--- config.mk ---
export PLATFORM = sky130hd
export DESIGN_NAME = ifrc_ratio
export DESIGN_NICKNAME = d
export VERILOG_FILES = /design/src/rtl/ifrc_pkg.sv /design/src/rtl/ifrc_ratio.sv
export SDC_FILE = /design/constraint.sdc
export NUM_CORES = 1
export LEC_CHECK = 0
export ABC_AREA = 1
export BUFFER_PORTS_ARGS = -buffer_cell sky130_fd_sc_hd__buf_2
export CAP_MARGIN = 25
export CORE_ASPECT_RATIO = 0.8
export CORE_MARGIN = 3
export CORE_UTILIZATION = 55
export DETAILED_ROUTE_END_ITERATION = 10
export PLACE_DENSITY_LB_ADDON = 0.12
export RECOVER_POWER = 25
export SLEW_MARGIN = 15
export SYNTH_ARGS = -nofsm -noshare
export SYNTH_HDL_FRONTEND = slang
export SYNTH_SLANG_ARGS = --single-unit
--- constraint.sdc ---
create_clock -name clk -period 9.53 [get_ports clk]
set_input_delay 2.859 -clock clk [delete_from_list [all_inputs] [get_ports clk]]
set_output_delay 2.859 -clock clk [all_outputs]
set_load 0.05 [all_outputs]
--- src/rtl/ifrc_pkg.sv ---
// Shared types, constants and helpers of the image fit rectangle calculator.
package ifrc_pkg;

  localparam int DIM_BITS   = 12;
  localparam int PROD_BITS  = 2 * DIM_BITS;
  localparam int DIVD_BITS  = PROD_BITS + 2;
  localparam int FACTOR_CAP = 2;

  localparam logic [2:0] MODE_FILL      = 3'd0;
  localparam logic [2:0] MODE_HIDDEN    = 3'd1;
  localparam logic [2:0] MODE_MEET      = 3'd2;
  localparam logic [2:0] MODE_MEET_BEST = 3'd3;
  localparam logic [2:0] MODE_SLICE     = 3'd4;

  typedef logic [DIM_BITS-1:0]  dim_t;
  typedef logic [PROD_BITS-1:0] prod_t;

  typedef enum logic [1:0] {
    KIND_FILL,
    KIND_HIDDEN,
    KIND_MEET,
    KIND_SLICE
  } kind_t;

  typedef struct packed {
    dim_t       surface_width;
    dim_t       surface_height;
    dim_t       image_width;
    dim_t       image_height;
    logic [2:0] fit_mode;
  } req_t;

  typedef struct packed {
    dim_t target_width;
    dim_t target_height;
    dim_t source_width;
    dim_t source_height;
    logic size_error;
  } rsp_t;

  typedef struct packed {
    dim_t  sw;
    dim_t  sh;
    dim_t  iw;
    dim_t  ih;
    dim_t  num;
    dim_t  den;
    kind_t kind;
    logic  err;
  } info_t;

  typedef struct packed {
    info_t info;
    dim_t  tw;
    dim_t  th;
  } side_t;

  function automatic dim_t min_dim(dim_t a, dim_t b);
    return (a < b) ? a : b;
  endfunction

endpackage

--- src/rtl/ifrc_ratio.sv ---
// Two-stage front end: cross products, ratio selection, factor cap and error detection.
module ifrc_ratio (
  input  logic            clk,
  input  logic            rst_n,
  input  logic            en,
  input  logic            in_v,
  input  ifrc_pkg::req_t  in_req,
  output logic            out_v,
  output ifrc_pkg::info_t out_info
);

  logic            a_v_r;
  ifrc_pkg::req_t  a_req_r;
  ifrc_pkg::prod_t pw_r;
  ifrc_pkg::prod_t ph_r;
  logic            b_v_r;
  ifrc_pkg::info_t b_info_r;
  ifrc_pkg::info_t b_info_nxt;
  logic            w_side;

  always_ff @(posedge clk) begin
    if (!rst_n) begin
      a_v_r <= 1'b0;
      b_v_r <= 1'b0;
    end else if (en) begin
      a_v_r <= in_v;
      b_v_r <= a_v_r;
    end
  end

  always_ff @(posedge clk) begin
    if (en) begin
      a_req_r  <= in_req;
      pw_r     <= ifrc_pkg::prod_t'(in_req.surface_width) *
                  ifrc_pkg::prod_t'(in_req.image_height);
      ph_r     <= ifrc_pkg::prod_t'(in_req.surface_height) *
                  ifrc_pkg::prod_t'(in_req.image_width);
      b_info_r <= b_info_nxt;
    end
  end

  always_comb begin
    b_info_nxt    = '0;
    b_info_nxt.sw = a_req_r.surface_width;
    b_info_nxt.sh = a_req_r.surface_height;
    b_info_nxt.iw = a_req_r.image_width;
    b_info_nxt.ih = a_req_r.image_height;
    priority if (a_req_r.fit_mode == ifrc_pkg::MODE_FILL) begin
      b_info_nxt.kind = ifrc_pkg::KIND_FILL;
    end else if (a_req_r.fit_mode == ifrc_pkg::MODE_MEET ||
                 a_req_r.fit_mode == ifrc_pkg::MODE_MEET_BEST) begin
      b_info_nxt.kind = ifrc_pkg::KIND_MEET;
    end else if (a_req_r.fit_mode == ifrc_pkg::MODE_SLICE) begin
      b_info_nxt.kind = ifrc_pkg::KIND_SLICE;
    end else begin
      b_info_nxt.kind = ifrc_pkg::KIND_HIDDEN;
    end
    w_side = (b_info_nxt.kind == ifrc_pkg::KIND_SLICE) ? (pw_r >= ph_r) : (pw_r <= ph_r);
    b_info_nxt.num = w_side ? a_req_r.surface_width : a_req_r.surface_height;
    b_info_nxt.den = w_side ? a_req_r.image_width : a_req_r.image_height;
    if (a_req_r.fit_mode == ifrc_pkg::MODE_MEET_BEST &&
        (ifrc_pkg::DIM_BITS + 2)'(b_info_nxt.num) >
        (ifrc_pkg::DIM_BITS + 2)'(b_info_nxt.den) *
        (ifrc_pkg::DIM_BITS + 2)'(ifrc_pkg::FACTOR_CAP)) begin
      b_info_nxt.num = ifrc_pkg::dim_t'(ifrc_pkg::FACTOR_CAP);
      b_info_nxt.den = ifrc_pkg::dim_t'(1);
    end
    b_info_nxt.err = (b_info_nxt.kind == ifrc_pkg::KIND_MEET ||
                      b_info_nxt.kind == ifrc_pkg::KIND_SLICE) &&
                     (a_req_r.image_width == '0 || a_req_r.image_height == '0 ||
                      (b_info_nxt.kind == ifrc_pkg::KIND_SLICE && b_info_nxt.num == '0));
  end

  assign out_v    = b_v_r;
  assign out_info = b_info_r;

endmodule

# --- Word-level counts from Yosys, hierarchy flattened ---
# Index checks and enable logic that the tools add are counted.
classes:
  mul: 2
  magnitude_cmp: 3
  eq_ne: 5
  n_mux: 7
  n_reduce_logical: 11
ops:
  columns: ["op", "count"]
  rows:
  - ["$mul 12x12->24", 2]
  - ["$logic_not 12->1", 3]
  - ["$ge 24x24->1", 1]
  - ["$le 24x24->1", 1]
  - ["$mux 12", 2]
  - ["$mux 24", 1]
  - ["$gt 12x13->1", 1]
  - ["$eq 3x2->1 const B", 2]
  - ["$mux 2", 3]
  - ["$eq 2x2->1 const B", 2]
  - ["$logic_or 1x1->1", 4]
  - ["$eq 3x3->1 const B", 1]
  - ["$logic_and 1x1->1", 3]
  - ["$logic_not 3->1", 1]
  - ["$mux 1", 1]
totals:
  reg_bits: 176
  wordCells: 45

# --- Depth between registers and ports, before layout ---
logic_depth:
  ltp_word: 14
  depth_mapped: 36

# --- Least setup slack after synthesis ---
# No wires, ideal clock.
synth_timing:
  path_type: "input to register"
  startpoint: "in in_req[6] in the netlist's numbering"
  endpoint: "reg pw_r[23] (data pin)"
  t_arrival_ps: 7448
  slack_ps: 1820
  cell_stages: 20
  cell_sequence: "clkbuf_1 -> nand2_1 -> fa_1 -> inv_1 -> fa_1 -> inv_1 -> fa_1 -> inv_1 -> fa_1 -> fa_1 -> ha_1 -> a21oi_1 -> o21ai_0 -> a21oi_1 -> o21ai_1 -> a21oi_1 -> o21ai_1 -> a21boi_0 -> o21ai_1 -> xor2_1"
synth_via:
  elab_chain_len: 1
synth_rtl:
  columns: ["item", "line", "rtl"]
  rows:
  - ["start: declaration", "ifrc_ratio.sv:7", "input ifrc_pkg::req_t in_req,"]
  - ["$mul 12x12->24", "ifrc_ratio.sv:34", "pw_r <= ifrc_pkg::prod_t'(in_req.surface_width) *"]
  - ["end signal: assignment", "ifrc_ratio.sv:34", null]
  - ["end: declaration", "ifrc_ratio.sv:14", "ifrc_pkg::prod_t pw_r;"]
# No other way between the ends.
# A chain may end at the register's enable or synchronous reset.

# --- Final worst setup path ---
layout_timing:
  startpoint: "in in_req[31] in the netlist's numbering"
  endpoint: "reg ph_r[20] (data pin)"
layout_via:
  elab_chain_len: 1
layout_rtl:
  columns: ["item", "line", "rtl"]
  rows:
  - ["$mul 12x12->24", "ifrc_ratio.sv:36", "ph_r <= ifrc_pkg::prod_t'(in_req.surface_height) *"]
  - ["end signal: assignment", "ifrc_ratio.sv:36", null]
  - ["end: declaration", "ifrc_ratio.sv:15", "ifrc_pkg::prod_t ph_r;"]
# No other way between the ends.

==> impl_metrics.csv <==
group,metric,value,unit
outcome,status,"finished clean",
logic_synthesis,synth_cell_types,41,
pwr,clockPowerShare,13.7,%
layout,final_nets,2164,
die,start_util,56.46,%
detailed_routing,wire_per_inst,16.79,um
pwr,internal_power,0.002698,W
detailed_routing,ant_nets,0,
clocking,clock_latency,0.44,ns
critical_path,required,9.71,ns
clocking,cts_tree,"built",
logic_synthesis,netlist.top_cell.by_area,"edfxtp_1",
critical_path,setup.worst_path.start,"in_req[31]",
placement,dp_hpwl,28.73,mm
clocking,cts_num_sinks,176,
layout,final_area,0.01752,mm2
pwr,switching_share,45.48,%
critical_path,worstPathArrival,8.14,ns
global_route,grt_first_pass_wirelength,59.44,mm
placement,portBuffers,130,
detailed_routing,drc,0,
layout,diodes,0,
critical_path,crit_fanout,13,
placement,placed_area,0.01702,mm2
min_path,min_path_type,"reg2reg",
layout,final_cell_count_no_fill,2133,
layout,seqCellArea,0.005265,mm2
timing,slew_violations,0,
logic_synthesis,ys_ff_latch,176,
clocking,h-tree-depth,4,
timing,relSlewSlack,34.55,%
die,die_area,0.03142,mm2
logic_synthesis,yosys-top-cells-area,"edfxtp_1 32%, fa_1 25%, ha_1 12%",
layout,syn_to_final_growth,8.637,%
pwr,combPwrFrac,61.2,%
timing,worst_pin_slew,0.9817,ns
timing,finalSetupTns,0,ns
global_route,grt_max_degree,102,
timing,fmax,125.6,MHz
layout,drive_gt1_share,7.657,%
detailed_routing,drtPass1Iterations,5,
global_route,grt_overflow,0,
clocking,root_buffer,"clkbuf_16",
logic_synthesis,synth_top_area_share,32.41,%
die,dieWidth,197.4,um
timing,post-route-period-util,83.54,%
critical_path,startpoint_type,"primary input",
detailed_routing,dr_wl_met2,16.37,mm
timing,hold_viol,0,
timing,finalCriticalPeriod,7.961,ns
logic_synthesis,seq_area_frac_synth,32.66,%
clocking,clkSlewWorstSetupHoldPaths,0.07,ns
layout,num-fill-cells,2460,
critical_path,crit_path_end_kind,"register",
critical_path,rr_startpoint,"a_req_r[0]",
die,rows,55,
pwr,leakage,9.078,nW
die,die_y,159.1,um
global_route,first_global_vias,11720,
timing,setup_viol,0,
placement,dp.cells,2101,
global_route,grt_usage,24.02,%
pwr,p_sw,0.002251,W
detailed_routing,num_vias,11190,
die,ios,131,
detailed_routing,top_layer,"met4",
clocking,cts_buffer_depth,2,
logic_synthesis,synth.cell_area,0.01612,mm2
clocking,post_cts_buffers,0,
logic_synthesis,ys.warnings.count,0,
global_route,antenna_found_initial,0,
critical_path,regToRegSetupSlack,4.96,ns
logic_synthesis,syn_avg_cell_area,9.760,um2
die,core,0.02856,mm2
layout,multiInputGateArea,0.009060,mm2
logic_synthesis,syn_inst,1652,
detailed_routing,dr.first_iter.drc_count,775,
pwr,max-vdd-ir-drop,170.7,uV
pwr,power_density,282.5,mW/mm2
clocking,holdBufCountCts,0,
detailed_routing,via_per_inst,5.244,
min_path,holdCritStartpoint,"a_req_r[31]",
timing,worst_clock_skew,0.01544,ns
logic_synthesis,syn_nets,2066,
detailed_routing,wirelength,35.81,mm
critical_path,critical_path_class,"in2reg",
clocking,ctsResizeCount,0,
clocking,cts_buffers,17,
pwr,seqPwrFrac,25.1,%
placement,gp_congestion,0.9015,
flow_run,cap_viol_max_count,0,
detailed_routing,wl_met3,2.661,mm
timing,rsz0062_at_grt,"false",
detailed_routing,drt-met1-wl,15.96,mm
[final timing paths]
| path | to | cells past startpoint |
|---|---|---|
| setup / recovery | ph_r[20] | 21 |
| hold / removal | out_info[55] | 0 |
| setup reg to reg | out_info[17] | 21 |
| hold reg to reg | out_info[55] | 0 |
[critical path, cell delays in order]
cell and delay, ns:
clkbuf_1 0.64, nand2_1 0.21, fa_1 0.55, fa_1 0.55
inv_1 0.05, fa_1 0.48, inv_1 0.06, fa_1 0.51
inv_1 0.06, fa_1 0.43, ha_1 0.35, nand2_1 0.09
nor2_1 0.16, nand2_1 0.08, o211ai_1 0.12, a31oi_1 0.10
o21ai_0 0.31, nand3_1 0.16, nor2_1 0.13, nor2_1 0.07
xor2_1 0.14
[stage by stage]
| step | setup slack, ns | hold slack (ns) | utilization (%) | total power [W] |
|---|---|---|---|---|
| after floorplan | 1.820 | 0.4264 | - | 0.003643 |
| after global placement | 1.510 | 0.4337 | 59.60 | 0.004262 |
| after detailed placement | 1.439 | 0.4321 | 59.60 | 0.004307 |
| after CTS | 1.893 | 0.4443 | 61.63 | 0.005008 |
| after global routing | 1.145 | 0.4704 | 61.33 | 0.005509 |
| final | 1.569 | 0.4475 | 61.33 | 0.004949 |
[cells in the mapped netlist (all sizes together)]
cell type / n
a21oi: 57
xor2: 25
o31ai: 5
nor4: 4
o211ai: 2
o21bai: 1
inv: 411
ha: 159
nor2: 48
nand2: 403
o21ai: 28
nor3: 8
a21boi: 1
buf: 4
nand4: 16
dfxtp: 2
a31oi: 3
clkbuf: 48
a21o: 4
edfxtp: 174
nor3b: 2
fa: 200
mux2i: 10
nand3: 18
o21a: 4
xnor2: 15
[sequential cells by signal (all words and copies together), names as in the netlist]
register,cells
pw_r,24
a_v_r,1
out_info,75
a_req_r,51
out_v,1
ph_r,24
[layer usage]
layer,GRT usage (%),vias to the layer above
met3,4.675,51
met4,6.412,0
met1,34.08,5506
li1,-,5248
met2,38.25,380
met5,0,-
[placed cells by master (no fill, tap or decap), types with 4 or more instances in the layout]
master | netlist | layout
a21o_1 | 4 | 4
a21oi_1 | 56 | 56
buf_2 | 0 | 81
clkbuf_1 | 48 | 48
clkbuf_16 | 0 | 17
clkinv_4 | 0 | 4
clkinv_8 | 0 | 4
edfxtp_1 | 174 | 174
fa_1 | 200 | 200
ha_1 | 159 | 159
inv_1 | 409 | 409
mux2i_1 | 10 | 10
nand2_1 | 391 | 391
nand2_2 | 11 | 11
nand3_1 | 16 | 16
nand4_1 | 14 | 15
nor2_1 | 46 | 46
nor3_1 | 7 | 8
nor4_1 | 4 | 4
o21ai_0 | 19 | 19
o21ai_1 | 9 | 9
o31ai_1 | 5 | 5
xnor2_1 | 15 | 15
xor2_1 | 25 | 25
[cell families (layout without fill, tap and decap cells)]
logic type      count (synthesis)  after routing  share of synthesized area [%]
compound gates                105            105                          3.624
xor+xnor                       40             40                          2.173
fa+ha+maj                     359            359                          37.17
buf+inv                       463            574                          10.99
flops                         176            176                          32.66
mux                            10             10                         0.6209
simple gates                  499            499                          12.77
[power groups by stage]
| stage | clock network (W) | logic (W) | registers (W) |
|---|---|---|---|
| 2_1_floorplan | 0 | 0.00223 | 0.00141 |
| 3_3_place_gp | 0 | 0.00300 | 0.00126 |
| 3_5_place_dp | 0 | 0.00304 | 0.00126 |
| 4_1_cts | 0.000690 | 0.00307 | 0.00125 |
| 5_1_grt | 0.000720 | 0.00353 | 0.00126 |
| 6_report | 0.000677 | 0.00303 | 0.00124 |
[layout make-up]
cell class	instances	area share (%)
clock inverter	15	0.8858
timing repair buffer	131	3.450
inverter	411	8.808
tap	370	2.643
sequential	176	30.06
multi-input combinational	1013	51.73
clock buffer	17	2.429
No activity file was read; power rests on OpenSTA's default activity.
