### src/rtl/ifrc_pkg.sv
// Shared types, constants and helpers of the image fit rectangle calculator.
package ifrc_pkg;

  localparam int DIM_BITS   = 12;
  localparam int PROD_BITS  = 2 * DIM_BITS;
  localparam int DIVD_BITS  = PROD_BITS + 2;
  localparam int FACTOR_CAP = 2;

  localparam logic [2:0] MODE_FILL      = 3'd0;
  localparam logic [2:0] MODE_HIDDEN    = 3'd1;
  localparam logic [2:0] MODE_MEET      = 3'd2;
  localparam logic [2:0] MODE_MEET_BEST = 3'd3;
  localparam logic [2:0] MODE_SLICE     = 3'd4;

  typedef logic [DIM_BITS-1:0]  dim_t;
  typedef logic [PROD_BITS-1:0] prod_t;

  typedef enum logic [1:0] {
    KIND_FILL,
    KIND_HIDDEN,
    KIND_MEET,
    KIND_SLICE
  } kind_t;

  typedef struct packed {
    dim_t       surface_width;
    dim_t       surface_height;
    dim_t       image_width;
    dim_t       image_height;
    logic [2:0] fit_mode;
  } req_t;

  typedef struct packed {
    dim_t target_width;
    dim_t target_height;
    dim_t source_width;
    dim_t source_height;
    logic size_error;
  } rsp_t;

  typedef struct packed {
    dim_t  sw;
    dim_t  sh;
    dim_t  iw;
    dim_t  ih;
    dim_t  num;
    dim_t  den;
    kind_t kind;
    logic  err;
  } info_t;

  typedef struct packed {
    info_t info;
    dim_t  tw;
    dim_t  th;
  } side_t;

  function automatic dim_t min_dim(dim_t a, dim_t b);
    return (a < b) ? a : b;
  endfunction

endpackage

### src/rtl/ifrc_div.sv
// Two-lane pipelined rounding divider with a shared divisor, one quotient bit per stage.
module ifrc_div (
  input  logic            clk,
  input  logic            rst_n,
  input  logic            en,
  input  logic            in_v,
  input  ifrc_pkg::prod_t in_a0,
  input  ifrc_pkg::prod_t in_a1,
  input  ifrc_pkg::dim_t  in_b,
  input  ifrc_pkg::side_t in_side,
  output logic            out_v,
  output ifrc_pkg::dim_t  out_q0,
  output ifrc_pkg::dim_t  out_q1,
  output ifrc_pkg::side_t out_side
);

  localparam int D  = ifrc_pkg::DIM_BITS;
  localparam int AW = ifrc_pkg::DIVD_BITS;

  logic [D:0]      v_r;
  ifrc_pkg::side_t side_r [D+1];
  logic [D:0]      b_r    [D];
  logic            zero_r [D+1];
  logic            ovf0_r [D+1];
  logic            ovf1_r [D+1];
  ifrc_pkg::dim_t  q0_r   [D+1];
  ifrc_pkg::dim_t  q1_r   [D+1];
  logic [AW-1:0]   r0_r   [D];
  logic [AW-1:0]   r1_r   [D];
  logic [AW-1:0]   a0_nxt;
  logic [AW-1:0]   a1_nxt;
  logic [AW-1:0]   lim_nxt;

  assign a0_nxt  = (AW'(in_a0) << 1) + AW'(in_b);
  assign a1_nxt  = (AW'(in_a1) << 1) + AW'(in_b);
  assign lim_nxt = AW'({in_b, 1'b0}) << D;

  always_ff @(posedge clk) begin
    if (!rst_n) begin
      v_r <= '0;
    end else if (en) begin
      v_r <= {v_r[D-1:0], in_v};
    end
  end

  always_ff @(posedge clk) begin
    if (en) begin
      side_r[0] <= in_side;
      b_r[0]    <= {in_b, 1'b0};
      zero_r[0] <= (in_b == '0);
      ovf0_r[0] <= (a0_nxt >= lim_nxt);
      ovf1_r[0] <= (a1_nxt >= lim_nxt);
      q0_r[0]   <= '0;
      q1_r[0]   <= '0;
      r0_r[0]   <= a0_nxt;
      r1_r[0]   <= a1_nxt;
    end
  end

  for (genvar k = 1; k <= D; k++) begin : g_stage
    localparam int BIT = D - k;
    logic [AW-1:0] sub_b;
    logic          ge0;
    logic          ge1;

    assign sub_b = AW'(b_r[k-1]) << BIT;
    assign ge0   = (r0_r[k-1] >= sub_b);
    assign ge1   = (r1_r[k-1] >= sub_b);

    always_ff @(posedge clk) begin
      if (en) begin
        side_r[k]     <= side_r[k-1];
        zero_r[k]     <= zero_r[k-1];
        ovf0_r[k]     <= ovf0_r[k-1];
        ovf1_r[k]     <= ovf1_r[k-1];
        q0_r[k]       <= q0_r[k-1] | (ifrc_pkg::dim_t'(ge0) << BIT);
        q1_r[k]       <= q1_r[k-1] | (ifrc_pkg::dim_t'(ge1) << BIT);
      end
    end

    if (k < D) begin : g_rem
      always_ff @(posedge clk) begin
        if (en) begin
          b_r[k]  <= b_r[k-1];
          r0_r[k] <= ge0 ? (r0_r[k-1] - sub_b) : r0_r[k-1];
          r1_r[k] <= ge1 ? (r1_r[k-1] - sub_b) : r1_r[k-1];
        end
      end
    end
  end

  assign out_v    = v_r[D];
  assign out_side = side_r[D];
  assign out_q0   = zero_r[D] ? '0 : (ovf0_r[D] ? '1 : q0_r[D]);
  assign out_q1   = zero_r[D] ? '0 : (ovf1_r[D] ? '1 : q1_r[D]);

endmodule

### config.mk
export PLATFORM = sky130hd
export DESIGN_NAME = ifrc_div
export DESIGN_NICKNAME = d
export VERILOG_FILES = /design/src/rtl/ifrc_pkg.sv /design/src/rtl/ifrc_div.sv
export SDC_FILE = /design/constraint.sdc
export NUM_CORES = 2
export LEC_CHECK = 0
export BUFFER_PORTS_ARGS = -buffer_cell sky130_fd_sc_hd__buf_4
export CAP_MARGIN = 20
export CORE_MARGIN = 1
export CORE_UTILIZATION = 40
export CTS_BUF_LIST = sky130_fd_sc_hd__clkbuf_8
export CTS_CLUSTER_DIAMETER = 50
export CTS_CLUSTER_SIZE = 12
export DETAILED_ROUTE_END_ITERATION = 8
export SETUP_SLACK_MARGIN = 0.1
export SLEW_MARGIN = 10
export SYNTH_ARGS = -nofsm -noshare
export SYNTH_HDL_FRONTEND = slang
export SYNTH_SLANG_ARGS = --single-unit
### constraint.sdc
create_clock -name clk -period 6.8 [get_ports clk]
set_clock_uncertainty 0.05 [all_clocks]
set_input_delay 0.68 -clock clk [delete_from_list [all_inputs] [get_ports clk]]
set_output_delay 0.68 -clock clk [all_outputs]
set_load 0.02 [all_outputs]
* Yosys cells after proc, flatten, opt, wreduce, memory -nomap -nowiden
Memories as Yosys holds them, arrays and structs flattened.
Index checks and enable logic that the tools add are counted.
** Storage, ports and cells
- Register bits :: 13
- Bits in writable memories :: 2418
- Output and inout bits :: 124
- Memories kept :: 9
** Memory list
- side_r :: depth 13, bits a word 99, read ports 13, clocked after memory_dff 0, write ports 13, line ifrc_div.sv:21 : ifrc_pkg::side_t side_r [D+1];
- r0_r :: depth 12, bits a word 26, read ports 12, clocked after memory_dff 0, write ports 12, line ifrc_div.sv:28 : logic [AW-1:0] r0_r [D];
- r1_r :: depth 12, bits a word 26, read ports 12, clocked after memory_dff 0, write ports 12, line ifrc_div.sv:29 : logic [AW-1:0] r1_r [D];
- b_r :: depth 12, bits a word 13, read ports 12, clocked after memory_dff 0, write ports 12, line ifrc_div.sv:22 : logic [D:0] b_r [D];
- q0_r :: depth 13, bits a word 12, read ports 13, clocked after memory_dff 0, write ports 13, line ifrc_div.sv:26 : ifrc_pkg::dim_t q0_r [D+1];
- q1_r :: depth 13, bits a word 12, read ports 13, clocked after memory_dff 0, write ports 13, line ifrc_div.sv:27 : ifrc_pkg::dim_t q1_r [D+1];
- +3 memories
** Operators by class
- $add $sub $neg :: 24
- Order comparisons :: 26
- Multiplexer cells :: 28
- Bitwise gates (word level) :: 24
- Reduce and logical (&&, ||, !) cells :: 1
** Operators by type and width (number)
- 26-bit 2-to-1 mux :: 22
- 25-bit by 12-bit adder with 26-bit output :: 2
- 26-bit by 13-bit greater-or-equal comparator with 1-bit output :: 2
- 26-bit by 14-bit greater-or-equal comparator with 1-bit output :: 2
- 26-bit by 15-bit greater-or-equal comparator with 1-bit output :: 2
- 26-bit by 16-bit greater-or-equal comparator with 1-bit output :: 2
- 26-bit by 17-bit greater-or-equal comparator with 1-bit output :: 2
- 26-bit by 18-bit greater-or-equal comparator with 1-bit output :: 2
- 26-bit by 19-bit greater-or-equal comparator with 1-bit output :: 2
- 26-bit by 20-bit greater-or-equal comparator with 1-bit output :: 2
- 26-bit by 21-bit greater-or-equal comparator with 1-bit output :: 2
- 26-bit by 22-bit greater-or-equal comparator with 1-bit output :: 2
- 26-bit by 23-bit greater-or-equal comparator with 1-bit output :: 2
- 26-bit by 24-bit greater-or-equal comparator with 1-bit output :: 2
- 26-bit by 25-bit greater-or-equal comparator with 1-bit output :: 2
- 26-bit by 14-bit subtractor with 26-bit output :: 2
- 26-bit by 15-bit subtractor with 26-bit output :: 2
- 26-bit by 16-bit subtractor with 26-bit output :: 2
- 26-bit by 17-bit subtractor with 26-bit output :: 2
- 26-bit by 18-bit subtractor with 26-bit output :: 2
- 26-bit by 19-bit subtractor with 26-bit output :: 2
- 26-bit by 20-bit subtractor with 26-bit output :: 2
- 26-bit by 21-bit subtractor with 26-bit output :: 2
- 26-bit by 22-bit subtractor with 26-bit output :: 2
- 17 further kinds :: 35

* Longest topological paths before layout
An unclocked memory read counts as a cell.
- Word-level depth :: 3
- Mapped depth :: 19

* Worst setup path before layout
Ideal clock, no wire load.
- Path type :: in2reg
- Start :: input port in_a0[3]
- End :: memory ovf0_r[0][0], data pin
- Arrival time :: 4.697 ns
- Required time :: 6.562 ns
- Setup slack :: 1.865 ns
- Cell stages on the path :: 16
- Path buffers :: 0
- Cell sequence :: ha_1 -> a21o_1 -> a22o_1 -> a221o_1 -> o21a_1 -> o21a_1 -> o211ai_1 -> nor2_1 -> xor2_1 -> ha_1 -> or4b_2 -> nor3_1 -> nand2_1 -> or4_1 -> or4_1 -> o41ai_1
** RTL lines
- start: declaration :: line ifrc_div.sv:7 : input ifrc_pkg::prod_t in_a0,
- end: declaration :: line ifrc_div.sv:24 : logic ovf0_r [D+1];

==> impl_metrics.tcl <==
set metrics [dict create \
    status "finished clean" \
    fin_cells 9221 \
    final_nets 6646 \
    rows 172 \
    synth_seq_cells 2239 \
    syn-instance-count 5521 \
    grt_overflow 0 \
    synthDominantCellAreaShare 0.7496 \
    reg2reg_depth 10 \
    worst_pin_slew_ps 1140 \
    p_leak_uw 0.03624 \
    synth.distinct_cells 88 \
    grt_util_all_layers 0.1448 \
    die_h_um 474.2 \
    ctsLongestPathBuffers 4 \
    synth_edf_count 2226 \
    yosysTopAreaCell "edfxtp_1" \
    root_buffer "clkbuf_8" \
    setup-tns-final_ps 0 \
    fin_total_pwr_uw 33860 \
    cp.depth 19 \
    io_buffers 286 \
    synth_area_sq_um 89180 \
    syn_nets 6040 \
    n_fill_cell 19027 \
    ant_nets 0 \
    layout_common_cells "edfxtp_1, nor2_1, ha_1" \
    crit_chain "dlygate4sd3_1, buf_4, ha_1, a21o_1, a22o_1, a221o_1, o21a_1, o21a_1, o211ai_1, buf_4, nor2_1, xor2_1, ha_1, or4b_2, nor3_1, nand2_1, or4_1, or4_1, o41ai_1" \
    final_area_sq_um 101100 \
    period_share 0.7144 \
    drive_gt1_frac 0.1291 \
    hold_viol 0 \
    dp_cells 8647 \
    synthTopCellsByArea "edfxtp_1, ha_1, xnor2_1, xor2_1, a21oi_1" \
    slew_viol_final 0 \
    end_kind "flip-flop" \
    dpl_cell_area_sq_um 94520 \
    cts_tree "built" \
    vias_per_cell 4.856 \
    ff_latch_area_sq_um 67100 \
    grt_start_max_net_pins 160 \
    ctsResizeCount 0 \
    dp_hpwl_mm 115.6 \
    clock_latency_ps 1030 \
    ioPinCount 287 \
    synthToLayoutAreaGrowth_pct 13.33 \
    power_density_nw_per_um2 335.0 \
    critPathTopFamily "simple AND/OR/NAND/NOR gates" \
    drt_first_pass_iters 7 \
    fin_ws_ps 1942 \
    dominantRegCellSynth "edfxtp_1" \
    max_slew_margin 0.2301 \
    cp_slowest_cell "or4b_2" \
    final_common_cell "edfxtp_1" \
    die-area_sq_um 224800 \
    htreeDepth 5 \
    clkSinkCount 2239 \
    maxCapViolCount 0 \
    dr.first_iter.drc_count 2945 \
    grt_first_pass_wirelength_mm 252.2 \
    die_w_um 474.2 \
    route.detailed.drc 0 \
    cp.arrival_ps 5630 \
    core_area_sq_um 220600 \
    cp-start-kind "input pin" \
    min_period_ps 4858 \
    ir_worst_vdd_uv 245.5 \
    gp_congestion 0.8963 \
    wl_per_cell_um 17.97 \
    path_class "in -> reg" \
    fmax_ghz 0.2059 \
    antenna_found_initial 3 \
    setup_viol 0 \
    ys_seq_area_frac 0.7525 \
    numCtsBuffers 283 \
    hold_class "in -> reg" \
    yosysWarnings 0 \
    crit_fanout 6 \
    grt_pass1_vias 45304 \
    multi_input_area_sq_um 20130 \
    start_util 0.4043 \
    path_clk_slew_ps 70 \
    route.vias.total 44780 \
    critPathMaxStageDelay_ps 580 \
    rsz0062_at_grt "false" \
    syn_avg_cell_area_sq_um 16.15 \
    synth-async-reset-ratio 0 \
    holdPathStages 1 \
    place_ws_ps 1448 \
    path_buf_inv 3 \
    drt-total-wl_mm 165.7 \
    worstPathRequired_ps 7570 \
]
-- metal layers --
metal | track usage | part of all wire
met5 | 0 | 0
met4 | 0.06204 | 0.038
met3 | 0.02933 | 0.038
met2 | 0.2539 | 0.51
met1 | 0.1717 | 0.42
-- path summary, 6_finish.rpt --
kind                          from                      end  slack [ps]
max reg2reg   r1_r[2][0]$_DFFE_PP_    r1_r[2][51]$_DFFE_PP_        2720
max                        in_b[4]   ovf0_r[0][0]$_DFFE_PP_        1940
min                             en  side_r[1][64]$_DFFE_PP_         160
min reg2reg  q0_r[1][42]$_DFFE_PP_    q0_r[1][54]$_DFFE_PP_         340
-- registers in the layout, summed over array words and instances, names as in the netlist --
name    cells
r1_r      310
b_r       132
q1_r       78
q0_r       78
v_r        13
side_r   1287
zero_r     13
r0_r      302
ovf1_r     13
ovf0_r     13
-- repair_timing --
| item | CTS | global route |
|---|---|---|
| setup buffers | 0 | 0 |
| endpoints found under the setup margin | 0 | 0 |
| endpoints found under the hold margin | 158 | 0 |
| hold buffers | 149 | 0 |
-- cells by family after synthesis --
group	Yosys count	share of synthesized area
adder cells (fa/ha/maj)	356	0.05197
multiplexers	73	0.008881
flip-flops	2239	0.7525
buffers and inverters	413	0.02183
AO/OA/AOI/OAI	834	0.05793
XOR/XNOR	361	0.03546
AND/OR/NAND/NOR	1245	0.07144
-- synth_stat cells (all sizes together) (10+ instances only) --
master,number
nand2,266
and4,14
o21ai,232
dfxtp,13
edfxtp,2226
nor3,102
or4,36
a211oi,24
xnor2,191
nand3b,12
nor2,345
a31oi,10
nand4b,11
nand4,36
buf,111
nor4,72
o21bai,16
o31ai,23
nand2b,77
mux2,49
ha,332
nor4b,29
mux2i,24
inv,254
a21o,73
and3,29
o31a,11
and2,10
or3,36
a21boi,18
clkbuf,48
xor2,170
nand3,64
or2,17
nor2b,66
fa,24
o21a,55
o211ai,16
a21oi,273
-- area by class of cell --
| type | instances | share of cell area |
|---|---|---|
| clock buffers | 289 | 0.03936 |
| inverters | 254 | 0.009433 |
| repair buffers | 480 | 0.04132 |
| well taps | 2958 | 0.03662 |
| clock inverters | 127 | 0.009966 |
| flip-flops and latches | 2239 | 0.6640 |
| diodes | 5 | 0.0001238 |
| multi-input cells | 2869 | 0.1992 |
-- through the flow --
| stage | utilization | hold slack, ps |
|---|---|---|
| 6_report | 0.4582 | 163.8 |
| 5_1_grt | 0.4582 | 93.78 |
| 3_3_place_gp | 0.4285 | 350.1 |
| 4_1_cts | 0.4578 | 70.56 |
| 2_1_floorplan | - | 350.3 |
| 3_5_place_dp | 0.4285 | 354.5 |
-- power breakdown --
group | switching (uW) | leakage [uW] | total, uW | internal, uW
registers | 997 | 0.0217 | 18300 | 17300
clock network | 4760 | 0.00262 | 9100 | 4340
logic | 3640 | 0.0119 | 6420 | 2780
-- worst reg2reg max path, cell delays in order, from the launching register on --
cell      delay [ps]
edfxtp_1         550
ha_1             290
fa_1             400
nor2b_1          180
o211ai_1         100
a21boi_0         410
o211ai_1         170
nand3b_1         780
o211ai_1         250
nor4b_1          470
xor2_1           130
(Power assumes the default switching activity.)
